==> src/hdl/mvcctt_pkg.sv <==
`default_nettype none
// ----------------------------------------------------------------------------
// MVCC transaction table package
// Operation, status and state codes, controller states and the command and
// status bundles shared by the controller and the datapath.
// ----------------------------------------------------------------------------
package mvcctt_pkg;

  typedef enum logic [2:0] {
    KIND_BEGIN       = 3'd0,
    KIND_COMMIT      = 3'd1,
    KIND_ROLLBACK    = 3'd2,
    KIND_MARK_FAILED = 3'd3,
    KIND_QUERY       = 3'd4,
    KIND_PRUNE       = 3'd5,
    KIND_ALLOC_TS    = 3'd6,
    KIND_BOOTSTRAP   = 3'd7
  } kind_t;

  typedef enum logic [1:0] {
    STAT_OK          = 2'd0,
    STAT_NOT_FOUND   = 2'd1,
    STAT_WRONG_STATE = 2'd2,
    STAT_FULL        = 2'd3
  } status_t;

  typedef enum logic [1:0] {
    TXN_ACTIVE    = 2'd0,
    TXN_FAILED    = 2'd1,
    TXN_COMMITTED = 2'd2
  } txn_state_t;

  localparam logic CFG_FIRST_TXN_ID    = 1'b0;
  localparam logic CFG_FIRST_TIMESTAMP = 1'b1;

  localparam logic [63:0] RESET_TXN_ID    = 64'd1;
  localparam logic [63:0] RESET_TIMESTAMP = 64'd1;

  localparam int TOTAL_W = 5;

  typedef enum logic [3:0] {
    S_IDLE,
    S_RUN_A,
    S_WAIT_A,
    S_RUN_D,
    S_WAIT_D,
    S_EXEC,
    S_RUN_W,
    S_WAIT_W,
    S_FINISH
  } ctl_state_t;

  typedef enum logic {
    TBL_ACTIVE = 1'b0,
    TBL_DONE   = 1'b1
  } tbl_t;

  typedef struct packed {
    logic capture;
    logic scan_start;
    tbl_t scan_tbl;
    logic exec;
    logic load_out;
  } dp_cmd_t;

  typedef struct packed {
    logic scan_busy;
  } dp_sts_t;

endpackage
`default_nettype wire

==> src/hdl/mvcctt_ctrl.sv <==
`default_nettype none
// ----------------------------------------------------------------------------
// MVCC transaction table controller
// Sequences capture, table scans, execution and result hand-off.
// ----------------------------------------------------------------------------
module mvcctt_ctrl (
  input  wire logic                clk,
  input  wire logic                rst_n,
  input  wire logic                in_valid,
  output logic                     in_ready,
  output logic                     out_valid,
  input  wire logic                out_ready,
  output mvcctt_pkg::dp_cmd_t      cmd,
  input  wire mvcctt_pkg::dp_sts_t sts
);

  mvcctt_pkg::ctl_state_t state_r, state_nxt;
  logic out_valid_r, out_valid_nxt;

  always_ff @(posedge clk) begin
    if (!rst_n) begin
      state_r     <= mvcctt_pkg::S_IDLE;
      out_valid_r <= 1'b0;
    end else begin
      state_r     <= state_nxt;
      out_valid_r <= out_valid_nxt;
    end
  end

  always_comb begin
    state_nxt      = state_r;
    in_ready       = 1'b0;
    cmd.capture    = 1'b0;
    cmd.scan_start = 1'b0;
    cmd.scan_tbl   = mvcctt_pkg::TBL_ACTIVE;
    cmd.exec       = 1'b0;
    cmd.load_out   = 1'b0;
    case (state_r)
      mvcctt_pkg::S_IDLE: begin
        in_ready = 1'b1;
        if (in_valid) begin
          cmd.capture = 1'b1;
          state_nxt   = mvcctt_pkg::S_RUN_A;
        end
      end
      mvcctt_pkg::S_RUN_A: begin
        cmd.scan_start = 1'b1;
        state_nxt      = mvcctt_pkg::S_WAIT_A;
      end
      mvcctt_pkg::S_WAIT_A: begin
        if (!sts.scan_busy) state_nxt = mvcctt_pkg::S_RUN_D;
      end
      mvcctt_pkg::S_RUN_D: begin
        cmd.scan_start = 1'b1;
        cmd.scan_tbl   = mvcctt_pkg::TBL_DONE;
        state_nxt      = mvcctt_pkg::S_WAIT_D;
      end
      mvcctt_pkg::S_WAIT_D: begin
        if (!sts.scan_busy) state_nxt = mvcctt_pkg::S_EXEC;
      end
      mvcctt_pkg::S_EXEC: begin
        cmd.exec  = 1'b1;
        state_nxt = mvcctt_pkg::S_RUN_W;
      end
      mvcctt_pkg::S_RUN_W: begin
        cmd.scan_start = 1'b1;
        state_nxt      = mvcctt_pkg::S_WAIT_W;
      end
      mvcctt_pkg::S_WAIT_W: begin
        if (!sts.scan_busy) state_nxt = mvcctt_pkg::S_FINISH;
      end
      mvcctt_pkg::S_FINISH: begin
        if (!out_valid_r || out_ready) begin
          cmd.load_out = 1'b1;
          state_nxt    = mvcctt_pkg::S_IDLE;
        end
      end
      default: state_nxt = mvcctt_pkg::S_IDLE;
    endcase
    out_valid_nxt = cmd.load_out | (out_valid_r & ~out_ready);
  end

  assign out_valid = out_valid_r;

endmodule
`default_nettype wire

==> config.mk <==
export PLATFORM = sky130hd
export DESIGN_NAME = mvcctt_ctrl
export DESIGN_NICKNAME = d
export VERILOG_FILES = /design/src/hdl/mvcctt_pkg.sv /design/src/hdl/mvcctt_ctrl.sv
export SDC_FILE = /design/constraint.sdc
export NUM_CORES = 1
export LEC_CHECK = 0
export BUFFER_PORTS_ARGS = -buffer_cell sky130_fd_sc_hd__buf_2
export CORE_AREA = 4 4 41 43
export CTS_BUF_LIST = sky130_fd_sc_hd__clkbuf_16
export DETAILED_ROUTE_END_ITERATION = 10
export DIE_AREA = 0 0 45 47
export HOLD_SLACK_MARGIN = 0.06
export PLACE_DENSITY_LB_ADDON = 0.12
export SETUP_SLACK_MARGIN = 0.05
export SLEW_MARGIN = 10
export SYNTH_ARGS = -nofsm -noshare
export SYNTH_HDL_FRONTEND = slang
export SYNTH_SLANG_ARGS = --single-unit
==> constraint.sdc <==
create_clock -name clk -period 2.5 [get_ports clk]
set_input_delay 0 -clock clk [delete_from_list [all_inputs] [get_ports clk]]
set_output_delay 0 -clock clk [all_outputs]
set_load 0.05 [all_outputs]
Yosys cells after proc, flatten, opt, wreduce, memory -nomap -nowiden
Index checks and enable logic that the tools add are counted.
{"block": "word_totals", "regBits": 5, "output_inout_bits": 7}
{"block": "classes", "n_eq_ne": 13, "mux": 14, "bitwise": 3, "reduce_logical": 5}
{"cell": "$pmux 4 s9", "count": 1}
{"cell": "$mux 4", "count": 5}
{"cell": "$eq 4x3->1 const B", "count": 4}
{"cell": "$ne 2x2->1 const B", "count": 5}
{"cell": "$eq 4x2->1 const B", "count": 2}
{"cell": "$mux 1", "count": 8}
{"cell": "$reduce_and 5->1", "count": 1}
{"cell": "$eq 4x1->1 const B", "count": 1}
{"cell": "$eq 4x4->1 const B", "count": 1}
{"cell": "$logic_not 4->1", "count": 1}
{"cell": "$reduce_or 3->1", "count": 1}
{"cell": "$and 1x1->1", "count": 1}
{"cell": "$logic_not 1->1", "count": 1}
{"cell": "$logic_or 1x1->1", "count": 1}
{"cell": "$not 1->1", "count": 1}
{"cell": "$or 1x1->1", "count": 1}

Longest topological paths before layout
Gate-level depths: netlist of run 1.
{"block": "depth", "word_depth": 5, "depth_mapped": 4, "ltp_nobuf": 3}

Least setup slack after synthesis of run 1
Ideal clock, no wire load.
{"block": "synth_timing", "path_kind": "reg2out", "start": "register state_r[0]", "end": "output port cmd[4] (netlist name)", "t_arrival_ns": 2.590, "path_slack_ns": -0.090, "stages_incl_launch_ff": 4, "path_buffers": 1, "path_cell_list": "dfxtp_1 buf_2 nor4_1 and2_1"}
{"element": "start, declared", "line": "mvcctt_ctrl.sv:17", "source": "mvcctt_pkg::ctl_state_t state_r, state_nxt;"}
{"element": "start signal, assigned", "line": "mvcctt_ctrl.sv:22", "source": "state_r <= mvcctt_pkg::S_IDLE;"}
{"element": "start signal, assigned", "line": "mvcctt_ctrl.sv:25", "source": "state_r <= state_nxt;"}
{"element": "end, declared", "line": "mvcctt_ctrl.sv:13", "source": "output mvcctt_pkg::dp_cmd_t cmd,"}

==> results of run 1 <==
## cells in the final DEF (no fill, tap or decap)
master and count:
nor2b_1 1, and4bb_2 1, a21oi_1 4, nor3_1 2, o21a_1 1, clkbuf_16 3
nor4b_1 2, inv_1 1, nor3b_1 1, nand2b_1 3, or4b_4 1, nand3b_1 1
and2_1 1, nor2_2 1, a21boi_1 1, buf_2 11, a211oi_1 1, nor4_2 1
and2_2 1, dlygate4sd3_1 1, nor2_1 4, nand2_1 1, dfxtp_1 5, o21ai_0 1
## routing by layer
layer	part of all wire, %	track usage [%]	vias to the layer above	routed length, um
met1	41	8.864	135	290
met5	0	0	-	0
li1	-	-	157	-
met3	6.1	5.747	0	43
met4	0	1.754	0	0
met2	53	12.43	5	371
## logic make-up (layout without fill, tap and decap cells)
logic type | count (synthesis) | after routing | synth area share, %
buffers and inverters | 3 | 16 | 6.528
flip-flops | 5 | 5 | 32.65
AND/OR/NAND/NOR | 21 | 21 | 45.31
AO/OA/AOI/OAI | 8 | 8 | 15.51
## worst min-delay path by stage
stage	from	end	slack (ns)
CTS	out_ready	out_valid	0.12
global placement	rst_n	state_r[3]	0.24
global route	out_ready	out_valid	0.17
detailed placement	rst_n	state_r[3]	0.24
finish	out_ready	out_valid	0.12
floorplan	rst_n	state_r[3]	0.12
## area by class of cell
type	count	area, sq um
Fill cell	158	845.8
Sequential cell	5	100.1
Multi-Input combinational cell	29	192.7
Tap cell	15	18.77
Timing Repair Buffer	12	65.06
Clock buffer	3	75.07
Clock inverter	1	3.754
## report_power, final
| part | internal (W) | total [W] | switching, W |
|---|---|---|---|
| Sequential | 0.0000846 | 0.0000962 | 0.0000116 |
| Combinational | 0.0000208 | 0.0000621 | 0.0000413 |
| Clock | 0.000207 | 0.000260 | 0.0000526 |
| Total | 0.000313 | 0.000418 | 0.000105 |
## metrics by stage
stage	total power (W)	setup WS, ns	cells	area [sq um]
2_1_floorplan	0.0001478	0.5429	37	312.8
3_3_place_gp	0.0001588	1.146	60	366.6
3_5_place_dp	0.0001590	1.129	60	366.6
4_1_cts	0.0004227	0.8927	65	455.4
5_1_grt	0.0004352	0.8493	65	455.4
6_report	0.0004180	0.8946	65	455.4
## sequential cells by signal, summed over array words and instances, names as in the netlist
name and cells:
state_r 4, out_valid 1
## worst max-delay path, stage by stage (launching register included)
cell and delay [ns]:
dfxtp_1 0.41, or4b_4 0.59, nor2b_1 0.11, buf_2 0.26
## what timing repair did
item	CTS	global route
buffers inserted	0	0
endpoints found under the setup margin	0	0
hold buffers	1	0
endpoints found under the hold margin	1	0
==> results.txt, run 1 <==
Status - finished, final reports clean
Num ports - 12
Final min period - 1.605 ns
CP Data Arrival Time - 1.61 ns
Syn Area/Cell - 8.285 sq um
Starting DRT DRC Count - 0
Rows - 13
Routed len/inst - 10.86 um
FF-to-FF End - state_r[3]
FMAX - 622.9 MHz
First-pass GRT wire length - 1.152 mm
Synth unique cells - 23
Initial core utilization - 23.56%
CTS tree - yes
Final core utilization - 35.00%
Routability-driven placement congestion ratio - 0.7549
Setup crit end - cmd[0]
Die X - 45 um
Crit Path Class - flip-flop to output pin
Path depth of the worst reg2reg path - 3
Final ANT Viol Nets - 0
Synthesized area - 306.5 sq um
Clk Latency, worst-skew pair - 0.23 ns
Htree depth - 1
Peak supply drop - 0.0004817 V
Rel. slew slack - 75.79%
GR Util All Layers - 7.978%
Yosys top cell area share - 32.65%
Slew @ Worst Pin - 0.3627 ns
Total core area - 1301 sq um
TritonCTS Buffers - 3
Final setup viols - 0
Die area - 2115 sq um
Layout Nets - 56
Max_cap viols - 0
Via-per-instance ratio - 4.569
CTS max path bufs - 2
Cell with the most instances after synthesis - dfxtp_1
Final wirelength - 706 um
Synth area leader - dfxtp_1
DP Wirelength - 509.9 um
Critical Path RT - 2.50 ns
Syn Inst Count - 37
DR vias - 297
Syn nets - 42
Post-synthesis async set-or-reset flop share - 0%
Setup_tns - 0 ns
CTS sink count - 5
Share of cells above drive strength 1 - 38.00%
Yosys reg bits - 5
Vias in the first global route - 249
Setup Skew - 0.004399 ns
Clock Tree Root - clkbuf_16
Largest net degree at the start of global routing - 13
RSZ-0062 raised after global routing - false
Setup slack, reg-to-reg - 1.23 ns
Post-synthesis sequential area ratio - 32.65%
Slew Limit Fails - 0
Pwr Density - 917.9 nW/um^2
Hold WS - 0.1169 ns
Crit end category - output pin
Number of synthesized flops with an enable pin - 0
Die height - 47 um
WHS Path Cells - 3
Area grow syn2layout - 48.57%
Synth Warn # - 0
Resized cells post-CTS - 0
IO Port Bufs - 11
Pleak - 0.1919 nW
Initial antenna violation count - 0
Hold Vio Cnt, Final - 0
Origin of the critical flop-to-flop path - state_r[2]
Synth Flop Type - dfxtp_1
Hold Path Class - input pin to flip-flop
Antenna cells - 0
Worst-path fanout max - 12
Clock transition at path regs - 0.04 ns
Post-synth top cells - dfxtp_1 (5), a21oi_1 (4), nor2_1 (4)
DRC errors left - 0
Crit path launch type - flip-flop
Overflow after GRT - 0
Tcrit/Tclk final - 64.22%
Synth area leaders - dfxtp_1 (33%), a21oi_1 (6.5%), nand2b_1 (6.1%)
Crit. Startpoint - state_r[2]
Pre-Repair DR Iteration Count - 1
Power figures use the tool's default switching activity.
==> run 2: changes to the inputs <==
==> constraint.sdc (replaced) <==
create_clock -name clk -period 1.3 [get_ports clk]
set_input_delay 0 -clock clk [delete_from_list [all_inputs] [get_ports clk]]
set_output_delay 0 -clock clk [all_outputs]
set_load 0.05 [all_outputs]
==> run 2 against run 1 <==
The flow now finishes with violations (setup timing). Flip-flop and latch count is the same. Non-clock buffer count grew 7. Clock skew is 0.0038 ns lower. First-iteration DRC count increased by 11. Setup slack got worse by 0.96 ns. Global-route usage rose by 0.95 points. Combinational power rose to 3.0 times the previous value. Clock-buffer cell count unchanged. Critical path depth is the same. Design area rose by 29%. Clock power grew 90%. Critical path type unchanged.
==> results.txt, run 2 (synthesized netlist as in run 1, its figures left out) <==
Setup crit end - cmd[0]
Peak supply drop - 0.0006517 V
Setup WS pre-CTS - 0.06379 ns
Pre-Repair DR Iteration Count - 4
Setup slack, reg-to-reg - 0.04 ns
Sw Pwr - 0.0002097 W
CP Data Arrival Time - 1.36 ns
Worst hold path startpoint - out_ready
Initial antenna violation count - 0
Fillers - 131
Internal - 0.0006401 W
Status - complete, but fails checks
Hold Vio Cnt, Final - 0
Sequential cell fraction of total power - 19.6%
Max FFs per register - 4
Commonest non-fill, non-tap cells in the layout - buf_4 (7), buf_2 (5), nor2_1 (4), dfxtp_1 (4)
FF-to-FF End - state_r[3]
Final Worst Setup Slack - -0.06087 ns
CTS max path bufs - 2
Crit end category - output pin
IO Port Bufs - 11
TritonCTS Buffers - 3
CP top delay family - simple AND/OR/NAND/NOR gates
Largest net degree at the start of global routing - 11
Area of the multi-input gates - 227.7 sq um
Layout Nets - 63
Placed instance area - 430.4 sq um
Crit Path Class - flip-flop to output pin
CTS sink count - 5
Slew @ Worst Pin - 0.3363 ns
Overflow after GRT - 0
Setup Skew - 0.0006187 ns
Crit. Startpoint - state_r[0]
Routability-driven placement congestion ratio - 0.7778
DRC errors left - 0
RSZ-0062 raised after global routing - true
Critical path buffer and inverter count - 1
Vias in the first global route - 301
Storage cell area - 101.3 sq um
Cells along the critical path - or4b_4 -> nor2b_4 -> buf_8
Final core utilization - 45.00%
Comb power frac - 22.1%
DR vias - 331
GR Util All Layers - 8.933%
Routed len/inst - 10.63 um
Initial core utilization - 23.56%
Top reg by flops - state_r
Path depth of the worst reg2reg path - 4
Pwr Density - 1451 nW/um^2
Crit path depth - 3
Pleak - 0.2571 nW
Via-per-instance ratio - 4.597
Clock Tree Root - clkbuf_16
Hold Path Class - input pin to flip-flop
Share of cells above drive strength 1 - 54.39%
Die height - 47 um
Final ANT Viol Nets - 0
Area grow syn2layout - 91.02%
Max incr delay on CP - 0.55 ns
Rows - 13
Clk network pwr share - 58.3%
Slew Limit Fails - 0
Final wirelength - 765 um
Failing checks - setup timing
Final setup viols - 1
Die X - 45 um
Critical Path RT - 1.30 ns
Origin of the critical flop-to-flop path - state_r[0]
Num ports - 12
Finished Cell Area - 585.6 sq um
Clk Latency, worst-skew pair - 0.22 ns
Max_cap viols - 0
DP Wirelength - 594.3 um
Net Sw Frac - 24.67%
First-pass GRT wire length - 1.262 mm
Slowest stage cell on the critical path - or4b_4
CTS tree - yes
Htree depth - 1
Worst-path fanout max - 2
Final min period - 1.361 ns
Die area - 2115 sq um
FMAX - 734.8 MHz
Total core area - 1301 sq um
Crit path launch type - flip-flop
Rel. slew slack - 77.26%
Tcrit/Tclk final - 104.7%
Antenna cells - 0
Starting DRT DRC Count - 11
Clock transition at path regs - 0.03 ns
Commonest non-fill, non-tap cell in the layout - buf_4
## run 2: stage by stage
| stage | power, W | hold slack, ns | TNS [ns] | instances |
|---|---|---|---|---|
| finish | 0.0008498 | 0.1247 | -0.06087 | 72 |
| global route | 0.0008832 | 0.1441 | -0.1043 | 72 |
| CTS | 0.0008494 | 0.1235 | -0.06572 | 71 |
| detailed placement | 0.0003298 | 0.2437 | 0 | 64 |
| global placement | 0.0003276 | 0.2436 | 0 | 64 |
| floorplan | 0.0002968 | 0.1177 | -0.3083 | 37 |
## run 2: tightest hold or removal path, cell delays in order
cell,delay (ns)
buf_2,0.07
nand2b_1,0.15
a21boi_1,0.08
## run 2: area by class of cell
class	instances	area share (%)
multi-input combinational	29	38.89
timing repair buffer	19	27.14
sequential	5	17.31
clock buffer	3	12.82
tap	15	3.205
clock inverter	1	0.6410
## run 2: metal layers
layer,part of all wire (%),routed length [um],GRT usage [%]
met3,5.6,43,4.598
met5,0,0,0
met4,1.7,13,8.772
met2,52,395,12.99
met1,41,312,9.112
## run 2: power groups by stage
stage | clock network, W | registers, W | logic [W]
2_1_floorplan | 0 | 0.000169 | 0.000128
3_3_place_gp | 0 | 0.000169 | 0.000159
3_5_place_dp | 0 | 0.000169 | 0.000161
4_1_cts | 0.000504 | 0.000167 | 0.000178
5_1_grt | 0.000515 | 0.000167 | 0.000202
6_report | 0.000495 | 0.000167 | 0.000188
## run 2: timing repair
action,in CTS,in global routing
hold buffers,1,0
gates resized for setup,8,7
endpoints found under the setup margin,4,7
buffers inserted,2,1
endpoints found under the hold margin,2,0
pin swaps,2,2
## run 2: how the worst min path moves through the flow
stage                             to  slack (ns)  depth (start not counted)
after floorplan           state_r[3]        0.12                          1
after global placement    state_r[3]        0.24                          2
after detailed placement  state_r[3]        0.24                          2
after CTS                  out_valid        0.12                          3
after global routing       out_valid        0.14                          3
final                      out_valid        0.12                          3
